==> src/ecam_pkg.sv <==
package ecam_pkg;

  // Angle limits, 1/128 degree
  localparam int ANG_HALF    = 23040;
  localparam int ANG_FULL    = 46080;
  localparam int ANG_QUARTER = 11520;
  localparam int PITCH_LIM   = 11392;

  // Zoom limits, 1/16 degree
  localparam int ZOOM_MIN = 16;
  localparam int ZOOM_MAX = 720;

  // CORDIC
  localparam int ECAM_CORDIC_STEPS = 16;
  localparam int ATAN_IW           = 5;
  localparam int CORDIC_GAIN       = 652032874;

  // Root / divide unit
  localparam int SQRT_STEPS = 32;
  localparam int DIV_STEPS  = 15;

  // Request codes
  localparam logic [1:0] REQ_MOVE   = 2'd0;
  localparam logic [1:0] REQ_SCROLL = 2'd1;
  localparam logic [1:0] REQ_LOAD   = 2'd2;

  // Register indexes
  localparam logic [2:0] CFG_SENS   = 3'd0;
  localparam logic [2:0] CFG_WUP_X  = 3'd1;
  localparam logic [2:0] CFG_WUP_Y  = 3'd2;
  localparam logic [2:0] CFG_WUP_Z  = 3'd3;
  localparam logic [2:0] CFG_SYAW   = 3'd4;
  localparam logic [2:0] CFG_SPITCH = 3'd5;
  localparam logic [2:0] CFG_SZOOM  = 3'd6;

  // Command to the root / divide unit
  typedef struct packed {
    logic start;
    logic is_div;
  } ecam_cmd_t;

  // arctan(2^-i) in 1/65536 degree
  function automatic logic [21:0] atan_val(input logic [ATAN_IW-1:0] i);
    logic [21:0] v;
    case (i)
      5'd0:  v = 22'd2949120;
      5'd1:  v = 22'd1740967;
      5'd2:  v = 22'd919879;
      5'd3:  v = 22'd466945;
      5'd4:  v = 22'd234379;
      5'd5:  v = 22'd117304;
      5'd6:  v = 22'd58666;
      5'd7:  v = 22'd29335;
      5'd8:  v = 22'd14668;
      5'd9:  v = 22'd7334;
      5'd10: v = 22'd3667;
      5'd11: v = 22'd1833;
      5'd12: v = 22'd917;
      5'd13: v = 22'd458;
      5'd14: v = 22'd229;
      5'd15: v = 22'd115;
      5'd16: v = 22'd57;
      5'd17: v = 22'd29;
      5'd18: v = 22'd14;
      5'd19: v = 22'd7;
      5'd20: v = 22'd4;
      5'd21: v = 22'd2;
      5'd22: v = 22'd1;
      default: v = 22'd0;
    endcase
    return v;
  endfunction

endpackage

==> src/ecam_sqdiv.sv <==
// Shared compare-subtract unit: integer square root (2 bits a step)
// or restoring divide (one quotient bit a step).
module ecam_sqdiv import ecam_pkg::*; (
  input  logic        clk,
  input  logic        rst,
  input  ecam_cmd_t   cmd,
  input  logic [63:0] opa,
  input  logic [63:0] opb,
  output logic        done,
  output logic [31:0] res
);

  logic        busy;
  logic        isdiv;
  logic [4:0]  cnt;
  logic [63:0] acc;
  logic [63:0] root;
  logic [63:0] bitm;
  logic [63:0] trial;
  logic [63:0] diff;
  logic        ge;

  // one compare and subtract per cycle
  assign trial = isdiv ? bitm : root + bitm;
  assign ge    = (acc >= trial);
  assign diff  = acc - trial;
  assign res   = root[31:0];

  always_ff @(posedge clk) begin
    if (rst) begin
      busy <= 1'b0;
      done <= 1'b0;
    end else begin
      done <= 1'b0;
      if (cmd.start) begin
        busy  <= 1'b1;
        isdiv <= cmd.is_div;
        acc   <= opa;
        root  <= '0;
        if (cmd.is_div) begin
          bitm <= opb << (DIV_STEPS - 1);
          cnt  <= 5'(DIV_STEPS - 1);
        end else begin
          bitm <= 64'h4000_0000_0000_0000;
          cnt  <= 5'(SQRT_STEPS - 1);
        end
      end else if (busy) begin
        if (ge) acc <= diff;
        if (isdiv) begin
          root <= {root[62:0], ge};
          bitm <= bitm >> 1;
        end else begin
          root <= ge ? (root >> 1) + bitm : root >> 1;
          bitm <= bitm >> 2;
        end
        if (cnt == 5'd0) begin
          busy <= 1'b0;
          done <= 1'b1;
        end else begin
          cnt <= cnt - 5'd1;
        end
      end
    end
  end

endmodule

==> config.mk <==
export PLATFORM = sky130hd
export DESIGN_NAME = ecam_sqdiv
export DESIGN_NICKNAME = d
export VERILOG_FILES = /design/src/ecam_pkg.sv /design/src/ecam_sqdiv.sv
export SDC_FILE = /design/constraint.sdc
export NUM_CORES = 1
export LEC_CHECK = 0
export ABC_CLOCK_PERIOD_IN_PS = 9400
export BUFFER_PORTS_ARGS = -buffer_cell sky130_fd_sc_hd__buf_4
export CAP_MARGIN = 20
export CORE_UTILIZATION = 45
export CTS_BUF_LIST = sky130_fd_sc_hd__clkbuf_8
export DETAILED_ROUTE_END_ITERATION = 10
export SLEW_MARGIN = 20
export SYNTH_ARGS = -nofsm -noshare
export SYNTH_HDL_FRONTEND = slang
export SYNTH_SLANG_ARGS = --single-unit
==> constraint.sdc <==
create_clock -name clk -period 9.4 [get_ports clk]
set_clock_uncertainty 0.1 [all_clocks]
set_input_delay 1.88 -clock clk [delete_from_list [all_inputs] [get_ports clk]]
set_output_delay 1.88 -clock clk [all_outputs]
set_load 0.005 [all_outputs]
==> impl_summary.log <==
[metrics] crit path setup slack, layout: 1.72 ns
[metrics] leakage component of the power: 9.69 nW
[metrics] register area: 0.00599 mm²
[metrics] Max clock buf depth: 2
[metrics] dpl hpwl: 54.2 mm
[metrics] number of instances resized during post-cts repair: 0
[metrics] global-route usage over all layers: 0.284
[metrics] complex-gate fraction of the synthesized area: 0.288
[metrics] fraction of the yosys area taken by sequential cells: 0.276
[metrics] routed wire length: 70.6 mm
[metrics] proportion of layout cells with a drive suffix above 1: 0.0869
[metrics] number of enable-type register cells in the synthesized netlist: 198
[metrics] Psw: 1.90 mW
[metrics] port buffer count: 150
[metrics] sum of internal, switching and leakage power: 4.16 mW
[metrics] headroom to the max-slew limit: 0.294
[metrics] proportion of power drawn by the clock network: 0.140
[metrics] critical path class: reg2reg
[metrics] leading cell type in the layout, fill and taps excluded: sky130_fd_sc_hd__nand2_1
[metrics] post-synthesis share of cell area spent on xor and xnor gates: 0.0666
[metrics] number of filler cells placed in the layout: 4788
[metrics] setup repair after global routing missed its margin: no
[metrics] number of synthesized register bits: 200
[metrics] critical path startpoint category: register
[metrics] post-detailed-route DRC marker count: 0
[metrics] Die Width: 222 µm
[metrics] pins over their slew limit: 0
[metrics] hold violation count in the final report: 0
[metrics] total negative slack for setup checks: 0 ns
[metrics] final clock period utilization by the worst path: 0.817
[metrics] YS warnings: 0
[metrics] number of different library cells in the post-synthesis netlist: 87
[metrics] Via Count: 20500
[metrics] IO Pins: 165
[metrics] clk_lat worst skew: 0.61 ns
[metrics] post-place setup slack: 1.87 ns
[metrics] Die Height: 222 µm
[metrics] Net Count, Synth: 2990
[metrics] count of hold buffers inserted by post-cts repair: 0
[metrics] first-pass GRT wire length: 109 mm
[metrics] peak supply drop: 134 µV
[metrics] routability congestion estimate: 0.965
[metrics] Worst-Margin Slew: 1.06 ns
[metrics] run status: completed
[metrics] part of the total power dissipated in combinational logic: 0.559
[metrics] total clock buffers created by CTS: 17
[metrics] multiplexer fraction of the synthesized cell area: 0.0395
[metrics] Layout area overhead: 7.29%
[metrics] via density per instance: 6.25
[metrics] routed length per placed instance: 21.5 µm
[metrics] Max H-tree Level: 4
[metrics] initial DRC count: 1992
[metrics] area of the multi-input gates: 0.0146 mm²
[metrics] Seq pwr share: 0.301
[metrics] post-synthesis cell area: 0.0217 mm²
[metrics] Worst-path clk slew: 0.12 ns
[metrics] class of the tightest hold or removal check: reg2reg
[metrics] required arrival time at the worst endpoint: 9.63 ns
[metrics] internal power contribution: 2.26 mW
[metrics] final setup fails: 0
[metrics] Main synth FF type: sky130_fd_sc_hd__edfxtp_1
[metrics] Crit path arrival time: 7.92 ns
[metrics] share of flip-flops with an asynchronous set or reset: 0
[metrics] placeable core area: 0.0476 mm²
[metrics] adder-cell share of the synthesized area: 0.114
[metrics] TritonCTS clock tree: built
[metrics] CP Capture Type: register
[metrics] pwr dens: 179 mW/mm²
[metrics] root buffer cell: sky130_fd_sc_hd__clkbuf_8
[metrics] maximum number of pins on one net before global-route repair: 165
[metrics] dominant combinational cell family by area after synthesis: compound AO/OA/AOI/OAI gates
[metrics] antenna-violating nets left: 0
[metrics] most used cells in the layout excluding fill and tap cells: sky130_fd_sc_hd__nand2_1 (304), sky130_fd_sc_hd__a21oi_1 (299), sky130_fd_sc_hd__o21ai_0 (241)
[metrics] number of global-route vias before repair: 18800
[metrics] placement row count: 80
[metrics] buffer count from post-CTS setup fixing: 0
[metrics] simple-gate portion of the synthesized area: 0.163
[metrics] Congestion Overflow GR: 0
[metrics] Highest Clock Rate: 0.130 GHz
[metrics] count of max-cap constraint violations: 0
[metrics] number of sinks handled by clock tree synthesis: 200
[metrics] synthesized netlist cell count: 2663
[metrics] Starting Density: 0.455
[metrics] initial antenna violation count: 1
[metrics] switching power as a share of total power: 0.457
[metrics] Total Die Area: 0.0491 mm²
[metrics] crit path max fanout: 20
[metrics] total number of nets in the final design: 2984
[metrics] Initial DRT Pass Iterations: 7
[metrics] Avg Cell Area, Syn: 8.14 µm²
[metrics] Min Clock Period, post-route: 7.68 ns
-- layout make-up --
class	instances	area share
Timing Repair Buffer	163	0.0538
Tap cell	615	0.0331
Antenna cell	1	0.000108
Clock inverter	15	0.00592
Sequential cell	200	0.257
Multi-Input combinational cell	2197	0.627
Inverter	78	0.0126
Clock buffer	17	0.0101
-- kinds of logic after synthesis --
logic type,after synthesis
compound gates,987
xor+xnor,165
fa+ha+maj,195
buf+inv,266
flops,200
mux,85
simple gates,765
-- critical path, stage by stage, from the launching register on --
cell and delay (ns):
sky130_fd_sc_hd__edfxtp_1 0.41, sky130_fd_sc_hd__ha_1 0.19, sky130_fd_sc_hd__inv_1 0.06, sky130_fd_sc_hd__fa_1 0.40, sky130_fd_sc_hd__nand2b_1 0.19, sky130_fd_sc_hd__a21oi_1 0.25
sky130_fd_sc_hd__o2111ai_1 0.32, sky130_fd_sc_hd__a311oi_1 0.70, sky130_fd_sc_hd__o21bai_1 0.24, sky130_fd_sc_hd__o21ai_0 0.40, sky130_fd_sc_hd__a31oi_1 0.23, sky130_fd_sc_hd__o21ai_0 0.23
sky130_fd_sc_hd__xor2_1 0.09, sky130_fd_sc_hd__mux2i_1 0.37, sky130_fd_sc_hd__ha_1 0.41, sky130_fd_sc_hd__a21o_1 0.20, sky130_fd_sc_hd__a21oi_1 0.18, sky130_fd_sc_hd__o21ai_0 0.13
sky130_fd_sc_hd__a21oi_1 0.15, sky130_fd_sc_hd__o221ai_1 0.17, sky130_fd_sc_hd__a31oi_4 0.64, sky130_fd_sc_hd__or2_0 0.78, sky130_fd_sc_hd__nor2_1 0.09, sky130_fd_sc_hd__a222oi_1 0.33
sky130_fd_sc_hd__o31ai_1 0.14
-- metal layers --
metal,global-route usage,vias up,part of all wire
li1,-,9930,-
met1,0.452,9846,0.51
met2,0.399,685,0.41
met3,0.0338,63,0.067
met4,0.0677,0,0.016
met5,0,-,0
-- through the flow --
step / util / hold WS (ns) / cells / instance area (µm²)
after global placement: 0.480 / 0.398 / 3253 / 22900
after CTS: 0.488 / 0.419 / 3285 / 23300
final: 0.488 / 0.420 / 3286 / 23300
after floorplan: - / 0.373 / 2663 / 21700
after detailed placement: 0.480 / 0.393 / 3253 / 22900
after global routing: 0.488 / 0.440 / 3286 / 23300
-- state kept, by name, summed over array words and instances (netlist names) --
signal and flops:
acc 64, bitm 64, busy 1, cnt 5, done 1, isdiv 1
root 64
-- cell usage after synthesis (all sizes together) (8+ instances only) --
cell type | number | share of area
nor3 | 39 | 0.0090
o21a | 27 | 0.0093
a211oi | 31 | 0.011
a211o | 11 | 0.0044
buf | 58 | 0.017
nor4 | 16 | 0.0053
inv | 76 | 0.013
mux2i | 80 | 0.037
a21o | 111 | 0.038
nor2b | 18 | 0.0052
edfxtp | 198 | 0.27
clkbuf | 130 | 0.023
a221oi | 10 | 0.0043
xor2 | 69 | 0.028
a22oi | 8 | 0.0028
nand3 | 36 | 0.0083
o211a | 21 | 0.0097
o211ai | 36 | 0.013
nand2 | 306 | 0.053
o21bai | 41 | 0.014
nand2b | 25 | 0.0072
and3 | 21 | 0.0061
a21oi | 301 | 0.070
nand4 | 55 | 0.016
nor2 | 183 | 0.032
xnor2 | 96 | 0.039
ha | 192 | 0.11
o21ai | 254 | 0.059
o31ai | 19 | 0.0068
a31oi | 37 | 0.011
and2 | 22 | 0.0063
or3 | 13 | 0.0038
a311oi | 8 | 0.0032
-- power groups by stage --
stage | clock network [mW] | logic, mW | registers, mW
finish | 0.581 | 2.33 | 1.25
global route | 0.619 | 2.57 | 1.26
CTS | 0.593 | 2.29 | 1.25
detailed placement | 0 | 2.28 | 1.27
global placement | 0 | 2.27 | 1.27
floorplan | 0 | 1.76 | 1.21
-- worst paths after layout --
check        slack, ns                endpoint  depth (start not counted)             startpoint
max               1.72  root[37]$_SDFFCE_PP0P_                         24  bitm[0]$_SDFFCE_PP0P_
min               0.42         done$_SDFF_PP0_                          1        busy$_SDFF_PP0_
max reg2reg       1.72  root[37]$_SDFFCE_PP0P_                         24  bitm[0]$_SDFFCE_PP0P_
min reg2reg       0.42         done$_SDFF_PP0_                          1        busy$_SDFF_PP0_
No activity file was read; power rests on OpenSTA's default activity.
